[src/rtl/integer_to_ascii_formatter_macros.svh]
// ----------------------------------------------------------------------------
// Integer to ASCII formatter: assertion macros
// Concurrent check wrappers; they compile to nothing when SYNTH is defined.
// ----------------------------------------------------------------------------
`ifndef INTEGER_TO_ASCII_FORMATTER_MACROS_SVH
`define INTEGER_TO_ASCII_FORMATTER_MACROS_SVH

`ifndef SYNTH
// Same-cycle implication
`define ITAF_ASSERT_IMP(lbl, clock, rstn, ante, cons) \
    lbl: assert property (@(posedge clock) disable iff (!(rstn)) (ante) |-> (cons)) \
        else $error("itaf check failed");
// Next-cycle implication
`define ITAF_ASSERT_NXT(lbl, clock, rstn, ante, cons) \
    lbl: assert property (@(posedge clock) disable iff (!(rstn)) (ante) |=> (cons)) \
        else $error("itaf check failed");
`else
`define ITAF_ASSERT_IMP(lbl, clock, rstn, ante, cons)
`define ITAF_ASSERT_NXT(lbl, clock, rstn, ante, cons)
`endif

`endif

[src/rtl/itaf_pkg.sv]
// ----------------------------------------------------------------------------
// itaf_pkg
// Shared types, control-word layout and constants of the ASCII formatter.
// ----------------------------------------------------------------------------
`default_nettype none

package itaf_pkg;

    // Format commands
    typedef enum logic [1:0] {
        CMD_SDEC  = 2'd0,
        CMD_UDEC  = 2'd1,
        CMD_HEX32 = 2'd2,
        CMD_PTR   = 2'd3
    } cmd_t;

    // Datapath operations
    typedef enum logic [2:0] {
        OP_NOP,
        OP_LOAD,
        OP_MUL,
        OP_DIV10,
        OP_HEX,
        OP_EMIT
    } dp_op_t;

    // Jump conditions
    typedef enum logic [2:0] {
        C_NEVER,
        C_ALWAYS,
        C_NO_ACCEPT,
        C_HEX,
        C_MORE_DIV,
        C_MORE_HEX,
        C_NOT_LAST
    } cond_t;

    // Output stage use
    typedef enum logic [1:0] {
        OUT_NONE,
        OUT_IF_NEG,
        OUT_DIGIT
    } out_use_t;

    typedef logic [2:0] step_t;

    // Program addresses
    localparam step_t STEP_WAIT  = 3'd0;
    localparam step_t STEP_SIGN  = 3'd1;
    localparam step_t STEP_MUL   = 3'd2;
    localparam step_t STEP_DIV   = 3'd3;
    localparam step_t STEP_JDIG  = 3'd4;
    localparam step_t STEP_HEX   = 3'd5;
    localparam step_t STEP_DIGIT = 3'd6;
    localparam step_t STEP_JWAIT = 3'd7;

    typedef struct packed {
        dp_op_t   op;
        cond_t    cond;
        out_use_t out_use;
        step_t    target;
    } ucode_word_t;

    // Datapath status back to the sequencer
    typedef struct packed {
        logic hex;
        logic neg;
        logic more_div;
        logic more_hex;
        logic last_digit;
    } dp_status_t;

    // Reciprocal of ten: q = (x * RECIP_TEN) >> RECIP_SHIFT, exact for 32-bit x
    localparam logic [31:0] RECIP_TEN   = 32'hCCCC_CCCD;
    localparam int          RECIP_SHIFT = 35;

    localparam logic [7:0]  CHAR_MINUS  = 8'h2D;
    localparam logic [4:0]  MAX_CHARS   = 5'd16;

    function automatic logic [7:0] digit_ascii(input logic [3:0] d, input logic upper);
        logic [7:0] c;
        begin
            if (d < 4'd10)
                c = 8'h30 + {4'd0, d};
            else if (upper)
                c = 8'h37 + {4'd0, d};
            else
                c = 8'h57 + {4'd0, d};
            return c;
        end
    endfunction

endpackage

`default_nettype wire

[src/rtl/itaf_ucode_rom.sv]
// ----------------------------------------------------------------------------
// itaf_ucode_rom
// Control store: one control word per program step.
// ----------------------------------------------------------------------------
`default_nettype none

module itaf_ucode_rom
    import itaf_pkg::*;
(
    input  wire step_t       step,
    output ucode_word_t      cw
);

    // Jump taken when cond holds, otherwise fall through to step + 1.
    always_comb
    begin
        case (step)
            STEP_WAIT:  cw = '{op: OP_LOAD,  cond: C_NO_ACCEPT, out_use: OUT_NONE,
                               target: STEP_WAIT};
            STEP_SIGN:  cw = '{op: OP_NOP,   cond: C_HEX,       out_use: OUT_IF_NEG,
                               target: STEP_HEX};
            STEP_MUL:   cw = '{op: OP_MUL,   cond: C_NEVER,     out_use: OUT_NONE,
                               target: STEP_WAIT};
            STEP_DIV:   cw = '{op: OP_DIV10, cond: C_MORE_DIV,  out_use: OUT_NONE,
                               target: STEP_MUL};
            STEP_JDIG:  cw = '{op: OP_NOP,   cond: C_ALWAYS,    out_use: OUT_NONE,
                               target: STEP_DIGIT};
            STEP_HEX:   cw = '{op: OP_HEX,   cond: C_MORE_HEX,  out_use: OUT_NONE,
                               target: STEP_HEX};
            STEP_DIGIT: cw = '{op: OP_EMIT,  cond: C_NOT_LAST,  out_use: OUT_DIGIT,
                               target: STEP_DIGIT};
            STEP_JWAIT: cw = '{op: OP_NOP,   cond: C_ALWAYS,    out_use: OUT_NONE,
                               target: STEP_WAIT};
            default:    cw = '{op: OP_NOP,   cond: C_ALWAYS,    out_use: OUT_NONE,
                               target: STEP_WAIT};
        endcase
    end

endmodule

`default_nettype wire

[src/rtl/itaf_datapath.sv]
// ----------------------------------------------------------------------------
// itaf_datapath
// Magnitude register, reciprocal multiplier, digit buffer and digit count.
// ----------------------------------------------------------------------------
`default_nettype none

module itaf_datapath
    import itaf_pkg::*;
#(
    parameter int VALUE_WIDTH = 64
)
(
    input  wire               clk,
    input  wire               rst_n,
    input  wire dp_op_t       op,
    input  wire               en,
    input  wire [1:0]         cmd,
    input  wire [63:0]        value,
    input  wire               upper_case,
    output dp_status_t        status,
    output logic [7:0]        digit_char
);

    logic [VALUE_WIDTH-1:0] mag_reg, mag_next;
    logic [63:0]            prod_reg;
    logic [3:0]             buf_reg [16];
    logic [4:0]             nd_reg, nd_next;
    logic                   hex_reg, neg_reg, upper_reg;

    logic [28:0]            quot;
    logic [31:0]            quot_x10;
    logic [31:0]            rem32;
    logic [4:0]             nd_m1;
    logic [31:0]            neg_low;

    assign quot     = prod_reg[63:RECIP_SHIFT];
    assign quot_x10 = 32'({quot, 3'b000}) + 32'({quot, 1'b0});
    assign rem32    = mag_reg[31:0] - quot_x10;
    assign nd_m1    = nd_reg - 5'd1;
    assign neg_low  = ~value[31:0] + 32'd1;

    always_comb
    begin
        mag_next = mag_reg;
        nd_next  = nd_reg;
        case (op)
            OP_LOAD:
            begin
                nd_next = 5'd0;
                case (cmd_t'(cmd))
                    CMD_SDEC:  mag_next = value[31] ? VALUE_WIDTH'(neg_low)
                                                    : VALUE_WIDTH'(value[31:0]);
                    CMD_UDEC,
                    CMD_HEX32: mag_next = VALUE_WIDTH'(value[31:0]);
                    default:   mag_next = value[VALUE_WIDTH-1:0];
                endcase
            end
            OP_DIV10:
            begin
                mag_next = VALUE_WIDTH'(quot);
                nd_next  = nd_reg + 5'd1;
            end
            OP_HEX:
            begin
                mag_next = mag_reg >> 4;
                nd_next  = nd_reg + 5'd1;
            end
            OP_EMIT:   nd_next = nd_m1;
            default:   ;
        endcase
    end

    always_ff @(posedge clk or negedge rst_n)
    begin
        if (!rst_n)
        begin
            nd_reg    <= 5'd0;
            hex_reg   <= 1'b0;
            neg_reg   <= 1'b0;
            upper_reg <= 1'b0;
        end
        else if (en)
        begin
            nd_reg <= nd_next;
            if (op == OP_LOAD)
            begin
                hex_reg   <= cmd[1];
                neg_reg   <= (cmd_t'(cmd) == CMD_SDEC) && value[31];
                upper_reg <= (cmd_t'(cmd) == CMD_HEX32) && upper_case;
            end
        end
    end

    // Payload: no reset
    always_ff @(posedge clk)
    begin
        if (en)
        begin
            mag_reg <= mag_next;
            if (op == OP_MUL)
                prod_reg <= mag_reg[31:0] * RECIP_TEN;
            if (op == OP_DIV10)
                buf_reg[nd_reg[3:0]] <= rem32[3:0];
            if (op == OP_HEX)
                buf_reg[nd_reg[3:0]] <= mag_reg[3:0];
        end
    end

    assign digit_char        = digit_ascii(buf_reg[nd_m1[3:0]], upper_reg);
    assign status.hex        = hex_reg;
    assign status.neg        = neg_reg;
    assign status.more_div   = (quot != 29'd0);
    assign status.more_hex   = |mag_reg[VALUE_WIDTH-1:4];
    assign status.last_digit = (nd_reg == 5'd1);

endmodule

`default_nettype wire

[src/rtl/integer_to_ascii_formatter.sv]
// ----------------------------------------------------------------------------
// integer_to_ascii_formatter
// Formats one integer per input beat as ASCII characters, one per output beat.
// ----------------------------------------------------------------------------
// Usage:
//   Input stream: s_axis_tdata carries the value, s_axis_tuser the command
//   (signed decimal, unsigned decimal, 32-bit hex, pointer hex) and the
//   upper-case flag. Output stream: one beat per character, most significant
//   first, no leading zeros; m_axis_tlast marks the final character and the
//   running character count rides in m_axis_tdata beside the character.
//   A negative number starts with the minus sign, sent from the sign step
//   that follows the wait step. All digits are formed before the first one
//   is sent (one 32x32 reciprocal multiply and one remainder step per
//   decimal digit, one nibble shift per hex digit). Characters then follow
//   one per cycle while the receiver is ready. A pointer has up to 16 hex
//   digits. A new input beat is taken only in the wait step.
//   Reset puts the sequencer in its wait step with the output register empty.
//   A receiver stall holds the output register; the sequencer waits in the
//   emitting step until the register frees, so no character is lost.
// ----------------------------------------------------------------------------
`default_nettype none
`include "integer_to_ascii_formatter_macros.svh"

module integer_to_ascii_formatter
    import itaf_pkg::*;
#(
    parameter int VALUE_WIDTH = 64
)
(
    input  wire         clk,
    input  wire         rst_n,
    input  wire         s_axis_tvalid,
    output logic        s_axis_tready,
    input  wire  [63:0] s_axis_tdata,   // [63:0] value
    input  wire  [2:0]  s_axis_tuser,   // [1:0] cmd, [2] upper_case
    output logic        m_axis_tvalid,
    input  wire         m_axis_tready,
    output logic [15:0] m_axis_tdata,   // [7:0] char_out, [12:8] char_count, rest 0
    output logic        m_axis_tlast
);

    step_t       step_reg, step_next;
    ucode_word_t cw;
    dp_status_t  st;
    logic [7:0]  digit_char;

    logic        accept;
    logic        out_free;
    logic        need_out;
    logic        hold;
    logic        emit;
    logic        cond_true;
    logic        dp_en;

    logic [4:0]  cnt_reg, cnt_next;
    logic [7:0]  char_reg, char_next;
    logic        last_reg, last_next;
    logic        valid_reg, valid_next;

    itaf_ucode_rom u_rom
    (
        .step (step_reg),
        .cw   (cw)
    );

    itaf_datapath #(
        .VALUE_WIDTH (VALUE_WIDTH)
    ) u_dp
    (
        .clk        (clk),
        .rst_n      (rst_n),
        .op         (cw.op),
        .en         (dp_en),
        .cmd        (s_axis_tuser[1:0]),
        .value      (s_axis_tdata),
        .upper_case (s_axis_tuser[2]),
        .status     (st),
        .digit_char (digit_char)
    );

    // Handshake: input only in the load step
    assign s_axis_tready = (cw.op == OP_LOAD);
    assign accept        = s_axis_tvalid && s_axis_tready;

    // Output register frees when empty or being taken this cycle
    assign out_free = !valid_reg || m_axis_tready;
    assign need_out = (cw.out_use == OUT_DIGIT) || ((cw.out_use == OUT_IF_NEG) && st.neg);
    assign hold     = need_out && !out_free;
    assign emit     = need_out && out_free;
    assign dp_en    = (cw.op == OP_LOAD) ? accept : !hold;

    always_comb
    begin
        case (cw.cond)
            C_NEVER:     cond_true = 1'b0;
            C_ALWAYS:    cond_true = 1'b1;
            C_NO_ACCEPT: cond_true = !accept;
            C_HEX:       cond_true = st.hex;
            C_MORE_DIV:  cond_true = st.more_div;
            C_MORE_HEX:  cond_true = st.more_hex;
            C_NOT_LAST:  cond_true = !st.last_digit;
            default:     cond_true = 1'b0;
        endcase
    end

    always_comb
    begin
        if (hold)
            step_next = step_reg;
        else if (cond_true)
            step_next = cw.target;
        else
            step_next = step_reg + 3'd1;
    end

    // Output stage; the count restarts at one on the beat after a final
    // character, so a waiting beat never sees its count change
    always_comb
    begin
        cnt_next   = cnt_reg;
        char_next  = char_reg;
        last_next  = last_reg;
        valid_next = valid_reg && !m_axis_tready;
        if (emit)
        begin
            cnt_next   = last_reg ? 5'd1 : cnt_reg + 5'd1;
            valid_next = 1'b1;
            if (cw.out_use == OUT_DIGIT)
            begin
                char_next = digit_char;
                last_next = st.last_digit;
            end
            else
            begin
                char_next = CHAR_MINUS;
                last_next = 1'b0;
            end
        end
    end

    always_ff @(posedge clk or negedge rst_n)
    begin
        if (!rst_n)
        begin
            step_reg  <= STEP_WAIT;
            cnt_reg   <= 5'd0;
            valid_reg <= 1'b0;
            last_reg  <= 1'b0;
        end
        else
        begin
            step_reg  <= step_next;
            cnt_reg   <= cnt_next;
            valid_reg <= valid_next;
            last_reg  <= last_next;
        end
    end

    always_ff @(posedge clk)
    begin
        char_reg <= char_next;
    end

    assign m_axis_tvalid = valid_reg;
    assign m_axis_tlast  = last_reg;
    assign m_axis_tdata  = {3'b000, cnt_reg, char_reg};

    // Checks
    `ITAF_ASSERT_NXT(a_load_to_sign, clk, rst_n, accept, step_reg == STEP_SIGN)
    `ITAF_ASSERT_IMP(a_count_range, clk, rst_n, valid_reg, (cnt_reg != 5'd0) && (cnt_reg <= MAX_CHARS))
    `ITAF_ASSERT_IMP(a_emit_has_digit, clk, rst_n, (step_reg == STEP_DIGIT) && emit, last_reg || (cnt_reg < MAX_CHARS))

endmodule

`default_nettype wire
[config.mk]
export PLATFORM = sky130hd
export DESIGN_NAME = integer_to_ascii_formatter
export DESIGN_NICKNAME = d
export VERILOG_FILES = /design/src/rtl/itaf_pkg.sv /design/src/rtl/itaf_ucode_rom.sv /design/src/rtl/itaf_datapath.sv /design/src/rtl/integer_to_ascii_formatter.sv
export VERILOG_INCLUDE_DIRS = /design/src /design/src/rtl
export SDC_FILE = /design/constraint.sdc
export NUM_CORES = 1
export LEC_CHECK = 0
export ABC_AREA = 1
export BUFFER_PORTS_ARGS = -buffer_cell sky130_fd_sc_hd__buf_2
export CAP_MARGIN = 20
export CORE_MARGIN = 2
export CORE_UTILIZATION = 40
export CTS_CLUSTER_SIZE = 28
export DETAILED_ROUTE_END_ITERATION = 7
export PLACE_DENSITY_LB_ADDON = 0.05
export SETUP_SLACK_MARGIN = 0.15
export SLEW_MARGIN = 20
export SYNTH_ARGS = -nofsm -noshare
export SYNTH_HDL_FRONTEND = slang
export SYNTH_HIERARCHICAL = 1
export SYNTH_SLANG_ARGS = --single-unit
[constraint.sdc]
create_clock -name clk -period 8.7 [get_ports clk]
set_input_delay 1.305 -clock clk [delete_from_list [all_inputs] [get_ports clk]]
set_output_delay 1.305 -clock clk [all_outputs]
set_load 0.01 [all_outputs]
==> impl_results.md, run 1 <==
* Outcome: finished clean
* Final ANT Viol Nets at 0
* Count of final max-slew check failures at 0
* Flop2flop setup slack at 0.83 ns
* Instance area after placement at 0.0298 mm²
* Vias in the first global route at 23462
* Post-synth ARST share at 9.84%
* Final #Nets at 4217
* Buffers from clock root to sink, at most at 2
* Max Clock Skew at 0.0121 ns
* CTS tree: yes
* # rows at 97
* Number of instances in the placed design at 4299
* Endpoints failing hold at 0
* Area growth from synthesis to layout at 7.62%
* Initial antenna violation count at 0
* Area of the die at 0.0730 mm²
* DR vias/cell at 5.20
* Cell variety after synth at 48
* Post-synthesis cell count at 3307
* H-Tree Depth at 4
* Sum of net half-perimeters after detailed placement at 92000 µm
* Largest net degree at the start of global routing at 65
* Library cell appearing most often on the critical path: sky130_fd_sc_hd__inv_1
* Vias at 22535
* Clock insertion delay at the later pin of the skew report at 0.49 ns
* Multi-input gate area in the final layout at 0.0196 mm²
* RD Place Congestion at 1.01
* Yosys warnings at 6
* Top cell family by delay on the critical path: adder cells
* Detailed Route WL at 105000 µm
* Post-CTS setup buffer count at 0
* Data arrival at the endpoint of the critical path at 8.12 ns
* Fillers at 7105
* Post-synthesis area per instance at 8.57 µm²
* Kind of path behind the tightest hold check: reg -> reg
* Summed area of non-filler cells in the final layout at 0.0305 mm²
* Drt first-iter violations at 1847
* Sequential Area at 0.00541 mm²
* Quantity of I/O buffers inserted on ports at 86
* Min Clock Period, post-route at 7.87 ns
* Average wire length per cell after detail routing at 24.3 µm
* Max cap viols at 0
* Total global routing overflow at 0
* Worst Slack Setup Final at 0.826 ns
* Clock buffer count from CTS at 17
* Count of unresolved DRC violations after routing at 0
* Global routing usage summed across all routing layers at 29.6%
* CP max-delay cell: sky130_fd_sc_hd__edfxtp_1
* Die height at 270 µm
* Flip-flop and latch count after synthesis at 183
* Die outline width at 270 µm
* Boundary pin count at 90
* Post-synthesis instance area at 0.0283 mm²
* Max frequency at 127 MHz
* Stage delay of the slowest cell on the critical path at 0.68 ns
* Starting density of the core at 40.5%
* Antenna Diode Count at 0
* Primary flip-flop cell chosen by synthesis mapping: sky130_fd_sc_hd__edfxtp_1
* Most frequent standard cell in the layout excluding fill and tap cells: sky130_fd_sc_hd__inv_1
* Count of TritonRoute iterations in the first routing pass at 5
* Final-layout setup total negative slack at 0 ns
* Register clock-pin slew on the reported worst setup and hold paths at 0.09 ns
* Number of gates resized after cts at 0
* Slew Limit Headroom at 30.7%
* Number of buffers inserted for hold repair after clock tree synthesis at 0
* Most used cells in the layout excluding fill and tap cells: sky130_fd_sc_hd__inv_1, sky130_fd_sc_hd__nand2_1, sky130_fd_sc_hd__fa_1, sky130_fd_sc_hd__ha_1, sky130_fd_sc_hd__nor2_1
* Sequential cell area fraction in the yosys report at 19.1%
* Transition at the pin with the smallest max-transition slack at 1.04 ns
* Worst setup slack before clock tree synthesis at 0.923 ns
* Share of the clock period used by the worst path at 90.5%
* RSZ-0062 raised after global routing: no
* Crit path max fanout at 6
* Number of flops mapped to enable cells by yosys at 165
* Root buf cell: sky130_fd_sc_hd__clkbuf_16
* Worst Setup Start Kind: flip-flop
* Worst Setup End Kind: flip-flop
* Wire length of the first global-routing pass at 157000 µm
* Standard cell core area at 0.0700 mm²
* Share of layout cells above drive strength 1 at 4.98%
* Critical path class: reg -> reg
* Count of clock tree sinks at 183
* Critical Path RT at 8.95 ns
* Final count of negative-setup-slack endpoints at 0
* Total buffers and inverters traversed by the critical path at 9
* Count of placed standard cells in the final layout, fillers left out at 4332
==> synthesized netlist by cell type (29+ instances only) <==
library cell | instances | area, µm²
sky130_fd_sc_hd__edfxtp_1 | 165 | 4950
sky130_fd_sc_hd__a21oi_1 | 103 | 515
sky130_fd_sc_hd__inv_1 | 827 | 3100
sky130_fd_sc_hd__nand4_1 | 30 | 188
sky130_fd_sc_hd__ha_1 | 381 | 4770
sky130_fd_sc_hd__fa_1 | 386 | 7730
sky130_fd_sc_hd__nand2_1 | 573 | 2150
sky130_fd_sc_hd__o21ai_0 | 157 | 786
sky130_fd_sc_hd__clkbuf_1 | 29 | 109
sky130_fd_sc_hd__nand3_1 | 104 | 521
sky130_fd_sc_hd__xor2_1 | 44 | 385
sky130_fd_sc_hd__nor2_1 | 254 | 953
==> layout make-up <==
| type | instances | area share [%] |
|---|---|---|
| Multi-Input combinational cell | 2239 | 64.2 |
| Sequential cell | 183 | 17.7 |
| Inverter | 835 | 10.3 |
| Tap cell | 940 | 3.86 |
| Timing Repair Buffer | 103 | 1.90 |
| Clock buffer | 17 | 1.40 |
| Clock inverter | 15 | 0.681 |
==> stage by stage <==
step	util, %	hold slack [ns]
2_1_floorplan	-	0.449
3_3_place_gp	42.6	0.462
3_5_place_dp	42.6	0.465
4_1_cts	43.5	0.487
5_1_grt	43.5	0.514
6_report	43.5	0.491
==> final timing paths <==
kind	startpoint	end	cells after the start
worst max-delay path	u_dp/mag_reg[18]$_DFFE_PP_	u_dp/prod_reg[60]$_DFFE_PP_	25
worst min-delay path	u_dp/nd_reg[4]$_DFFE_PN0P_	u_dp/nd_reg[4]$_DFFE_PN0P_	2
worst max register to register	u_dp/mag_reg[18]$_DFFE_PP_	u_dp/prod_reg[60]$_DFFE_PP_	25
worst min register to register	u_dp/nd_reg[4]$_DFFE_PN0P_	u_dp/nd_reg[4]$_DFFE_PN0P_	2
max in group asynchronous	rst_n	u_dp/hex_reg$_DFFE_PN0P_	1
min in group asynchronous	rst_n	u_dp/nd_reg[2]$_DFFE_PN0P_	1
==> per-layer routing <==
layer  GRT usage [%]  vias to the layer above  part of all wire (%)
li1                -                    10478                     -
met1            41.3                    11296                    46
met2            48.2                      662                    46
met3            3.61                       99                   4.8
met4            8.44                        0                   2.9
met5               0                        -                     0
==> cells by family after synthesis <==
kind of cell	Yosys count	synth area share, %
AO/OA/AOI/OAI	373	7.76
other	2	0.0265
AND/OR/NAND/NOR	1035	15.1
XOR/XNOR	60	1.95
flip-flops	183	19.1
adder cells (fa/ha/maj)	767	44.1
buffers and inverters	887	12.0
==> worst register-to-register path, delay by kind of cell, from the launching register on <==
| family | cells | cell delay [ns] |
|---|---|---|
| AND/OR/NAND/NOR | 7 | 1.46 |
| buffers and inverters | 9 | 1.00 |
| adder cells (fa/ha/maj) | 9 | 4.51 |
| flip-flops | 1 | 0.68 |
Power of run 1 is left out: the tool's default activity adds up to more than one toggle a clock period on the data nets, which glitch-free logic cannot reach.
==> run 2: changes to the inputs <==
--- a/config.mk
+++ b/config.mk
@@ -14,6 +14,7 @@
 export CTS_CLUSTER_SIZE = 28
 export DETAILED_ROUTE_END_ITERATION = 7
 export PLACE_DENSITY_LB_ADDON = 0.05
+export REMOVE_ABC_BUFFERS = 1
 export SETUP_SLACK_MARGIN = 0.15
 export SLEW_MARGIN = 20
 export SYNTH_ARGS = -nofsm -noshare
==> run 2 against run 1 <==
- worst setup slack better by 0.36 ns
- critical path depth unchanged
- sequential share of layout area barely moved
- global-route usage rose by 0.11 points
- final area about the same
- count of clock-buffer cells in the layout stayed put
- non-clock buffer count fell by 2
- maximum frequency is 4.8% higher
- die area unchanged
- largest cell class unchanged
==> impl_results.md, run 2 (same netlist as run 1, synthesis figures left out) <==
* RD Place Congestion at 0.999
* Starting density of the core at 40.5%
* CP max-delay cell: sky130_fd_sc_hd__ha_1
* Max frequency at 133 MHz
* Largest net degree at the start of global routing at 65
* Final #Nets at 4215
* Worst Setup Start Kind: flip-flop
* Area of the die at 0.0730 mm²
* Register clock-pin slew on the reported worst setup and hold paths at 0.09 ns
* DR vias/cell at 5.24
* Stage delay of the slowest cell on the critical path at 0.68 ns
* Clock buffer count from CTS at 17
* Sum of net half-perimeters after detailed placement at 91900 µm
* Initial antenna violation count at 0
* Count of unresolved DRC violations after routing at 0
* Data arrival at the endpoint of the critical path at 7.77 ns
* Average wire length per cell after detail routing at 24.4 µm
* Vias in the first global route at 23626
* Number of gates resized after cts at 0
* Slew Limit Headroom at 27.6%
* Count of TritonRoute iterations in the first routing pass at 6
* Worst Setup End Kind: flip-flop
* Post-CTS setup buffer count at 0
* Die outline width at 270 µm
* Vias at 22670
* H-Tree Depth at 4
* Drt first-iter violations at 1984
* RSZ-0062 raised after global routing: no
* Clock insertion delay at the later pin of the skew report at 0.51 ns
* Quantity of I/O buffers inserted on ports at 86
* # rows at 97
* Wire length of the first global-routing pass at 157000 µm
* Root buf cell: sky130_fd_sc_hd__clkbuf_16
* Outcome: finished clean
* Buffers from clock root to sink, at most at 2
* Critical Path RT at 8.95 ns
* Crit path max fanout at 6
* Transition at the pin with the smallest max-transition slack at 1.09 ns
* Antenna Diode Count at 0
* Die height at 270 µm
* Most frequent standard cell in the layout excluding fill and tap cells: sky130_fd_sc_hd__inv_1
* Standard cell core area at 0.0700 mm²
* Final ANT Viol Nets at 0
* Global routing usage summed across all routing layers at 29.7%
* Most used cells in the layout excluding fill and tap cells: sky130_fd_sc_hd__inv_1, sky130_fd_sc_hd__nand2_1, sky130_fd_sc_hd__fa_1, sky130_fd_sc_hd__ha_1, sky130_fd_sc_hd__nor2_1
* Boundary pin count at 90
* Hold Path Stages at 2
* Kind of path behind the tightest hold check: reg -> reg
* Final count of negative-setup-slack endpoints at 0
* Library cell appearing most often on the critical path: sky130_fd_sc_hd__inv_1
* Min Clock Period, post-route at 7.52 ns
* CTS tree: yes
* Share of layout cells above drive strength 1 at 4.96%
* Final Core Density at 43.5%
* Reg2Reg Depth at 25
* Number of buffers inserted for hold repair after clock tree synthesis at 0
* Share of the clock period used by the worst path at 86.4%
* Endpoints failing hold at 0
* Count of final max-slew check failures at 0
* Detailed Route WL at 106000 µm
* Count of clock tree sinks at 183
* Max Clock Skew at 0.0179 ns
* Area growth from synthesis to layout at 7.54%
* Critical path class: reg -> reg
* Total global routing overflow at 0
* Final-layout setup total negative slack at 0 ns
* Max cap viols at 0
-- run 2: through the flow --
stage | instance area (µm²) | hold slack [ns] | instances | setup WS [ns]
after floorplan | 28100 | 0.449 | 3257 | 2.60
after global placement | 29800 | 0.473 | 4298 | 1.17
after detailed placement | 29800 | 0.474 | 4298 | 1.27
after CTS | 30500 | 0.497 | 4330 | 1.22
after global routing | 30500 | 0.520 | 4330 | 0.903
final | 30500 | 0.503 | 4330 | 1.18
-- run 2: critical path, delay by kind of cell (launching register included) --
family | cells | cell delay [ns]
compound gates | 1 | 0.20
fa+ha+maj | 9 | 4.50
buf+inv | 8 | 0.83
flops | 1 | 0.65
simple gates | 7 | 1.07
-- run 2: final cells by class --
cell class                 instances  area [µm²]
clock buffer                      17         425
clock inverter                    15         216
fill                            7150       39600
inverter                         835        3130
multi-input combinational       2239       19600
sequential                       183        5410
tap                              940        1180
timing repair buffer             101         543
-- run 2: routing by layer --
metal  wire [µm]  GRT usage [%]
met1       47300           40.9
met2       49000           48.3
met3        5550           3.44
met4        3770           10.4
met5           0              0
-- run 2: final timing paths --
| path | slack (ns) | to | start |
|---|---|---|---|
| setup / recovery | 1.18 | u_dp/prod_reg[50]$_DFFE_PP_ | u_dp/mag_reg[19]$_DFFE_PP_ |
| hold / removal | 0.50 | u_dp/nd_reg[4]$_DFFE_PN0P_ | u_dp/nd_reg[4]$_DFFE_PN0P_ |
| setup reg to reg | 1.18 | u_dp/prod_reg[50]$_DFFE_PP_ | u_dp/mag_reg[19]$_DFFE_PP_ |
| hold reg to reg | 0.50 | u_dp/nd_reg[4]$_DFFE_PN0P_ | u_dp/nd_reg[4]$_DFFE_PN0P_ |
| max in group asynchronous | 7.63 | u_dp/nd_reg[1]$_DFFE_PN0P_ | rst_n |
| min in group asynchronous | 0.75 | m_axis_tlast$_DFFE_PN0P_ | rst_n |
Power of run 2 is left out for the same reason.
